File: src/hw/rtl/self_organizing_list_access_defines.svh
// Assertion macros shared by the self-organizing list RTL.
`ifndef SELF_ORGANIZING_LIST_ACCESS_DEFINES_SVH
`define SELF_ORGANIZING_LIST_ACCESS_DEFINES_SVH

// Same-cycle implication, disabled while reset is asserted.
`define SOL_ASSERT_IMPL(label, clk, rst_n, ante, cons, msg) \
    label: assert property (@(posedge clk) disable iff (!(rst_n)) (ante) |-> (cons)) \
        else $error(msg);

// Next-cycle implication, disabled while reset is asserted.
`define SOL_ASSERT_NEXT(label, clk, rst_n, ante, cons, msg) \
    label: assert property (@(posedge clk) disable iff (!(rst_n)) (ante) |=> (cons)) \
        else $error(msg);

`endif

File: src/hw/rtl/sol_pkg.sv
// Shared constants, types and helper functions of the self-organizing list.
`timescale 1ns / 1ps

package sol_pkg;

    localparam int CAPACITY = 128;
    localparam int KEY_W    = 16;
    localparam int COUNT_W  = 32;
    localparam int COST_W   = 8;
    localparam int STRAT_W  = 2;
    localparam int IDX_W    = $clog2(CAPACITY);
    localparam int LEN_W    = $clog2(CAPACITY + 1);

    localparam logic [COUNT_W-1:0] COUNT_MAX = '1;

    // Reorder strategy register codes
    typedef enum logic [STRAT_W-1:0] {
        STRAT_NONE          = 2'd0,
        STRAT_MOVE_TO_FRONT = 2'd1,
        STRAT_TRANSPOSE     = 2'd2,
        STRAT_COUNT         = 2'd3
    } t_strategy;

    // What the cell row does when the request is applied
    typedef enum logic [2:0] {
        MODE_HOLD   = 3'd0,
        MODE_APPEND = 3'd1,
        MODE_FRONT  = 3'd2,
        MODE_SWAP   = 3'd3,
        MODE_RANK   = 3'd4
    } t_mode;

    // Broadcast control from the sequencer to every cell
    typedef struct packed {
        logic               cmp_en;
        logic               move_en;
        t_mode              mode;
        logic [KEY_W-1:0]   key;
        logic [IDX_W-1:0]   pos;
        logic [IDX_W-1:0]   tgt;
        logic [LEN_W-1:0]   len;
        logic [COUNT_W-1:0] cnt;
    } t_cell_ctl;

    // Suffix OR: bit i is set when any bit at i or above is set (log-depth)
    function automatic logic [CAPACITY-1:0] suffix_or(input logic [CAPACITY-1:0] v);
        logic [CAPACITY-1:0] acc;
        acc = v;
        for (int s = 1; s < CAPACITY; s = s * 2) begin
            acc = acc | (acc >> s);
        end
        return acc;
    endfunction

    // Index of the set bit of a one-hot (or zero) vector
    function automatic logic [IDX_W-1:0] onehot_idx(input logic [CAPACITY-1:0] v);
        logic [IDX_W-1:0] idx;
        idx = '0;
        for (int i = 0; i < CAPACITY; i++) begin
            if (v[i]) begin
                idx = idx | IDX_W'(i);
            end
        end
        return idx;
    endfunction

endpackage

File: src/hw/rtl/sol_cell.sv
// One list slot: holds a key and its counter, compares and shifts with its neighbors.
`timescale 1ns / 1ps

module sol_cell (
    input  logic                         i_clk,
    input  logic [sol_pkg::IDX_W-1:0]    i_index,
    input  sol_pkg::t_cell_ctl           i_ctl,
    input  logic                         i_hi_ge,
    input  logic [sol_pkg::KEY_W-1:0]    i_prev_key,
    input  logic [sol_pkg::COUNT_W-1:0]  i_prev_cnt,
    input  logic [sol_pkg::KEY_W-1:0]    i_next_key,
    input  logic [sol_pkg::COUNT_W-1:0]  i_next_cnt,
    input  logic                         i_ge_prev,
    input  logic                         i_sufx_here,
    input  logic                         i_sufx_next,
    output logic                         o_match,
    output logic                         o_ge,
    output logic [sol_pkg::KEY_W-1:0]    o_key,
    output logic [sol_pkg::COUNT_W-1:0]  o_cnt
);
    import sol_pkg::*;

    logic [KEY_W-1:0]   r_key;
    logic [COUNT_W-1:0] r_cnt;
    logic               r_match;
    logic [KEY_W-1:0]   n_key;
    logic [COUNT_W-1:0] n_cnt;
    logic               active;
    logic               load;
    logic               take_prev;
    logic               take_next;

    // Slot holds a live entry
    assign active = LEN_W'(i_index) < i_ctl.len;

    // Entry ranks at or above the promoted counter (the hit entry itself excluded)
    assign o_ge    = active && !r_match && (r_cnt >= i_ctl.cnt);
    assign o_match = r_match;
    assign o_key   = r_key;
    assign o_cnt   = r_cnt;

    // Decide where this slot takes its next contents from
    always_comb begin
        load      = 1'b0;
        take_prev = 1'b0;
        take_next = 1'b0;
        case (i_ctl.mode)
            MODE_APPEND: begin
                load = (LEN_W'(i_index) == i_ctl.len);
            end
            MODE_FRONT, MODE_SWAP: begin
                load      = (i_index == i_ctl.tgt);
                take_prev = (i_index > i_ctl.tgt) && (i_index <= i_ctl.pos);
            end
            MODE_RANK: begin
                if (i_hi_ge) begin
                    // entry moves back: close the gap, drop it after the last ranking entry
                    if (i_index >= i_ctl.pos) begin
                        if (i_sufx_next) begin
                            take_next = 1'b1;
                        end else if (o_ge && (i_index > i_ctl.pos)) begin
                            load = 1'b1;
                        end
                    end
                end else begin
                    // entry moves forward: open a gap just after the last ranking entry
                    if ((i_index <= i_ctl.pos) && !i_sufx_here) begin
                        if (i_ge_prev) begin
                            load = 1'b1;
                        end else begin
                            take_prev = 1'b1;
                        end
                    end
                end
            end
            default: begin
            end
        endcase
    end

    // Select next slot contents
    always_comb begin
        n_key = r_key;
        n_cnt = r_cnt;
        if (i_ctl.move_en) begin
            if (load) begin
                n_key = i_ctl.key;
                n_cnt = i_ctl.cnt;
            end else if (take_prev) begin
                n_key = i_prev_key;
                n_cnt = i_prev_cnt;
            end else if (take_next) begin
                n_key = i_next_key;
                n_cnt = i_next_cnt;
            end
        end
    end

    // Hold contents; capture compare result in the search cycle
    always_ff @(posedge i_clk) begin
        r_key <= n_key;
        r_cnt <= n_cnt;
        if (i_ctl.cmp_en) begin
            r_match <= active && (r_key == i_ctl.key);
        end
    end

endmodule

File: config.mk
export PLATFORM = sky130hd
export DESIGN_NAME = sol_cell
export DESIGN_NICKNAME = d
export VERILOG_FILES = /design/src/hw/rtl/self_organizing_list_access_defines.svh /design/src/hw/rtl/sol_pkg.sv /design/src/hw/rtl/sol_cell.sv
export SDC_FILE = /design/constraint.sdc
export NUM_CORES = 1
export LEC_CHECK = 0
export BUFFER_PORTS_ARGS = -buffer_cell sky130_fd_sc_hd__buf_2
export CAP_MARGIN = 20
export CORE_ASPECT_RATIO = 1.25
export CORE_MARGIN = 2
export CORE_UTILIZATION = 35
export DETAILED_ROUTE_END_ITERATION = 12
export HOLD_SLACK_MARGIN = 0.15
export PLACE_DENSITY = 0.64
export SETUP_SLACK_MARGIN = 0.15
export SLEW_MARGIN = 20
export SYNTH_ARGS = -nofsm -noshare
export SYNTH_HDL_FRONTEND = slang
export SYNTH_SLANG_ARGS = --single-unit
File: constraint.sdc
create_clock -name i_clk -period 6.8 [get_ports i_clk]
set_input_delay 0 -clock i_clk [delete_from_list [all_inputs] [get_ports i_clk]]
set_output_delay 0 -clock i_clk [all_outputs]
set_load 0.005 [all_outputs]
Yosys cells after proc, flatten, opt, wreduce, memory -nomap -nowiden
Index checks and enable logic that the tools add are counted.
Storage, ports and cells
  output and inout port bits: 50
  input port bits: 183
  flip-flop bits (word level): 49
  logic and storage cells: 48
Cells by class
  order comparisons: 6
  muxes and demuxes: 21
  reductions and logical operators: 11
  eq/ne operators: 7
Operators by type and width (count)
  32-bit two-way mux: 3
  16-bit two-way mux: 3
  32-bit greater-or-equal comparator: 1
  16-bit equality test: 1
  7-bit > comparator: 2
  1-bit two-way mux: 13
  7-bit by 8-bit equality test with 1-bit output: 1
  7-bit by 8-bit less-than comparator with 1-bit output: 1
  7-bit equality test: 1
  7-bit greater-or-equal comparator: 1
  7-bit less-or-equal comparator: 1
  3-bit by 2-bit equality test with 1-bit output (second input constant): 2
  1-bit logical AND: 6
  3-bit by 1-bit equality test with 1-bit output (second input constant): 1
  3-bit equality test (second input constant): 1
  1-bit one-hot mux with 3 select lines: 1
  3-bit nonzero test: 1
  1-bit logical NOT: 2
  1-bit one-hot mux with 2 select lines: 1
  2-bit AND reduction: 1
  2-bit OR reduction: 1

Logic depth before layout (Yosys ltp)
  depth after elaboration: 11
  mapped depth: 11
  mapped depth without buffers: 9

Worst setup path after synthesis
OpenSTA, ideal clock, no wires.
  path type: register to register
  start point: reg r_cnt[5], in the netlist o_cnt[5]
  end point: reg r_cnt[0], in the netlist o_cnt[0], enable pin
  slack: 3.044 ns
  required time: 6.386 ns
  buffers on the path: 1
  stages on the path, launching flop included: 10
  clock period less this slack: 3.756 ns
  library setup time: 0.414 ns
  arrival: 3.343 ns
  cells stage by stage: edfxtp_1 ha_1 o211ai_1 nor2_1 a21oi_1 o41ai_1 a31oi_1 o41ai_2 buf_4 o31a_1
On the way
  word-level cells in the longest chain between the ends: 10
Ends and longest elaborated chain
  start: declaration: RTL line sol_cell.sv:24  | logic [COUNT_W-1:0] r_cnt;
  start signal: assignment: RTL line sol_cell.sv:102  | r_cnt <= n_cnt;
  32-bit greater-or-equal comparator: RTL line sol_cell.sv:37  | assign o_ge = active && !r_match && (r_cnt >= i_ctl.cnt);
  1-bit logical AND: RTL line sol_cell.sv:37
  1-bit logical AND: RTL line sol_cell.sv:61  | end else if (o_ge && (i_index > i_ctl.pos)) begin
  1-bit two-way mux: RTL line sol_cell.sv:61
  1-bit two-way mux: RTL line sol_cell.sv:59  | if (i_sufx_next) begin
  1-bit two-way mux: RTL line sol_cell.sv:58  | if (i_index >= i_ctl.pos) begin
  1-bit two-way mux: RTL line sol_cell.sv:56  | if (i_hi_ge) begin
  1-bit one-hot mux with 3 select lines: RTL line sol_cell.sv:47  | case (i_ctl.mode)
  3-bit nonzero test (no line)
  2-bit AND reduction (no line)
Every way passes these cells.
A chain may end at the register's enable or synchronous reset.

Final worst setup path
  start point: reg r_cnt[5], in the netlist o_cnt[5]
  end point: reg r_key[15], in the netlist o_key[15] (data pin)
On the way
  word-level cells in the longest chain between the ends: 9
Ends and longest elaborated chain
  32-bit greater-or-equal comparator: RTL line sol_cell.sv:37
  1-bit logical AND: RTL line sol_cell.sv:37
  1-bit logical AND: RTL line sol_cell.sv:61
  1-bit two-way mux: RTL line sol_cell.sv:61
  1-bit two-way mux: RTL line sol_cell.sv:59
  1-bit two-way mux: RTL line sol_cell.sv:58
  1-bit two-way mux: RTL line sol_cell.sv:56
  1-bit one-hot mux with 3 select lines: RTL line sol_cell.sv:47
  16-bit two-way mux: RTL line sol_cell.sv:86  | if (load) begin
  end signal: assignment: RTL line sol_cell.sv:101  | r_key <= n_key;
  end: declaration: RTL line sol_cell.sv:23  | logic [KEY_W-1:0] r_key;
Every way passes these cells.

==> out/metrics.cfg <==
[die]
ios=233
fp.dieW_um=102
die-area_mm2=0.0128
start_util_pct=35.8
coreArea_mm2=0.0116
die_h_um=126
num_rows=44

[drt]
antenna_left=0
drtIter0Drc=70
vias_per_cell=4.84
drt-total-wl_um=13500
first_pass_iters=4
wl_per_cell_um=15.2
drc=0
via_count=4294

[placement]
place_inst=773
portBuffers=232
gp_congestion=0.863
preCtsSetupSlack_ns=3.23
place_area_mm2=0.00550
dp_hpwl_um=9760

[clock_network]
post_cts_buffers=0
cts_resized=0
cts_buffers=5
cts_tree=done
clkSlewWorstSetupHoldPaths_ns=0.06
cts_buffer_depth=2
ctsHtreeMaxLevel=2
insertion_delay_ns=0.29
clock-sinks=49
root_buffer=clkbuf_16
postCtsHoldBufs=108

[critical_path]
cp_num_buf_inv=2
slowest_delay_ns=0.68
worstSetupPathType=flop to flop
crit_arrival_ns=4.03
crit_family=compound AO/OA/AOI/OAI gates
crit_slowest_cell=buf_4
endpoint_kind=flop
cp_max_fo=48
cp-start-kind=flop
required_ns=6.84
crit_path_cell_trace=ha_1, o211ai_1, nor2_1, a21oi_1, o41ai_1, a31oi_1, o41ai_4, buf_4, mux2_1, dlygate4sd3_1

[timing]
skew_ns=0.00389
max_freq_ghz=0.251
rsz0062_at_grt=no
final.period_utilization_pct=58.7
setup_violations=0
slew_viol_final=0
fin_tns_setup_ns=0
hold_viol=0
max_slew.worst_pin.slew_ns=0.812
relSlewSlack_pct=45.8
min_period_ns=3.99
whs_ns=0.171
setup_slack_ns=2.81

[outcome]
outcome=completed

[cells_and_area]
finalNetCount=963
diodes=0
syn_to_final_growth_pct=61.2
drive_above_1_share_pct=35.8
final_cells=888
stdcell_area_mm2=0.00671
utilization_pct=57.8

[synth]
synth_enable_flop_cells=49
async_flop_share_pct=0
yosys.cell_count.top_type=mux2i_1
synthTopCellsByArea=edfxtp_1 35%, ha_1 16%, mux2i_1 15%
postSynthCellCount=387
synth_warnings=0
synth.ff_latch_count=49
synth-seq-area-share_pct=35.3
ys_types=40
synth-main-ff-cell=edfxtp_1
syn_area_per_cell_um2=10.8
synth_largest_area_cell=edfxtp_1
synth_common_cells=62 x mux2i_1, 53 x ha_1, 52 x inv_1, 49 x edfxtp_1, 25 x a21oi_1
yosysTopAreaCellShare_pct=35.3
netlist_area_mm2=0.00416
syn-num-nets=623

[global_routing]
grt_pass1_wl_um=20800
antenna_found_initial=0
grt_usage_pct=20.6
grt_max_degree=49
grt_pass1_vias=4649
overflow=0

[pwr]
powerDensity_mw_per_mm2=127
irDropWorstVdd_v=0.000106
power_mw=0.852
cellLeakagePower_nw=3.11

[hold_path]
hold_path_class=input pin to flop

[run]
drv_cap=0

## layer usage
metal | routed length (um) | part of all wire, % | GRT usage (%) | vias up
met5 | 0 | 0 | 0 | -
met4 | 327 | 2.4 | 7.07 | 0
met3 | 917 | 6.8 | 4.11 | 22
met2 | 7100 | 53 | 40.1 | 180
met1 | 5110 | 38 | 21.0 | 1989
li1 | - | - | - | 2103
## area by class of cell
class | instances | area (um2)
Multi-Input combinational cell | 276 | 2450
Sequential cell | 49 | 1470
Timing Repair Buffer | 343 | 2260
Fill cell | 1006 | 4900
Tap cell | 161 | 201
Clock buffer | 6 | 129
Clock inverter | 1 | 3.75
Inverter | 52 | 195
## worst paths after layout
kind / cells past startpoint / from / slack (ns) / endpoint
min: 3 / i_next_key[14] / 0.17 / o_key[14]
max reg2reg: 10 / o_cnt[5] / 2.81 / o_key[15]
max: 10 / o_cnt[5] / 2.81 / o_key[15]
min reg2reg: 4 / o_key[6] / 0.87 / o_match
## kinds of logic (layout without fill, tap and decap cells)
kind of cell             count (synthesis)  after routing  synth area share [%]
flip-flops                              49             49                  35.3
buffers and inverters                   62            402                  6.34
adder cells (fa/ha/maj)                 53             53                  15.9
AND/OR/NAND/NOR                         59             59                  7.33
multiplexers                            96             96                  24.1
AO/OA/AOI/OAI                           52             52                  7.60
XOR/XNOR                                16             16                  3.37
## registers in the layout, indices dropped and copies added, names as in the netlist
| register | cells |
|---|---|
| o_cnt | 32 |
| o_key | 16 |
| o_match | 1 |
## power breakdown
group,internal [mW],switching [mW]
registers,0.345,0.00411
logic,0.154,0.110
clock network,0.133,0.106
total,0.632,0.220
## tightest hold or removal path: stages
cell and delay (ns):
buf_2 0.08, mux2_2 0.15, mux2_1 0.12
## layout by cell type (no fill, tap or decap), types with 2 or more instances in the layout
cell,netlist,layout
nand2_1,13,13
edfxtp_1,49,49
mux2_2,17,17
ha_1,53,53
mux2_1,17,17
o211ai_1,2,2
nand4_1,8,8
buf_2,4,232
nor2_1,13,12
mux2i_1,62,62
o21ai_1,3,3
nand2b_1,2,2
nor4_1,5,5
nand4b_1,2,2
dlygate4sd3_1,0,108
nor3_1,4,4
xor2_1,16,16
a31oi_1,2,2
clkbuf_16,0,5
nor2b_1,2,2
inv_1,52,52
nand3_1,6,6
buf_4,4,3
a21o_1,2,2
o21ai_0,8,8
a21oi_1,25,25
Note: power is estimated with default switching activity, not from simulation.
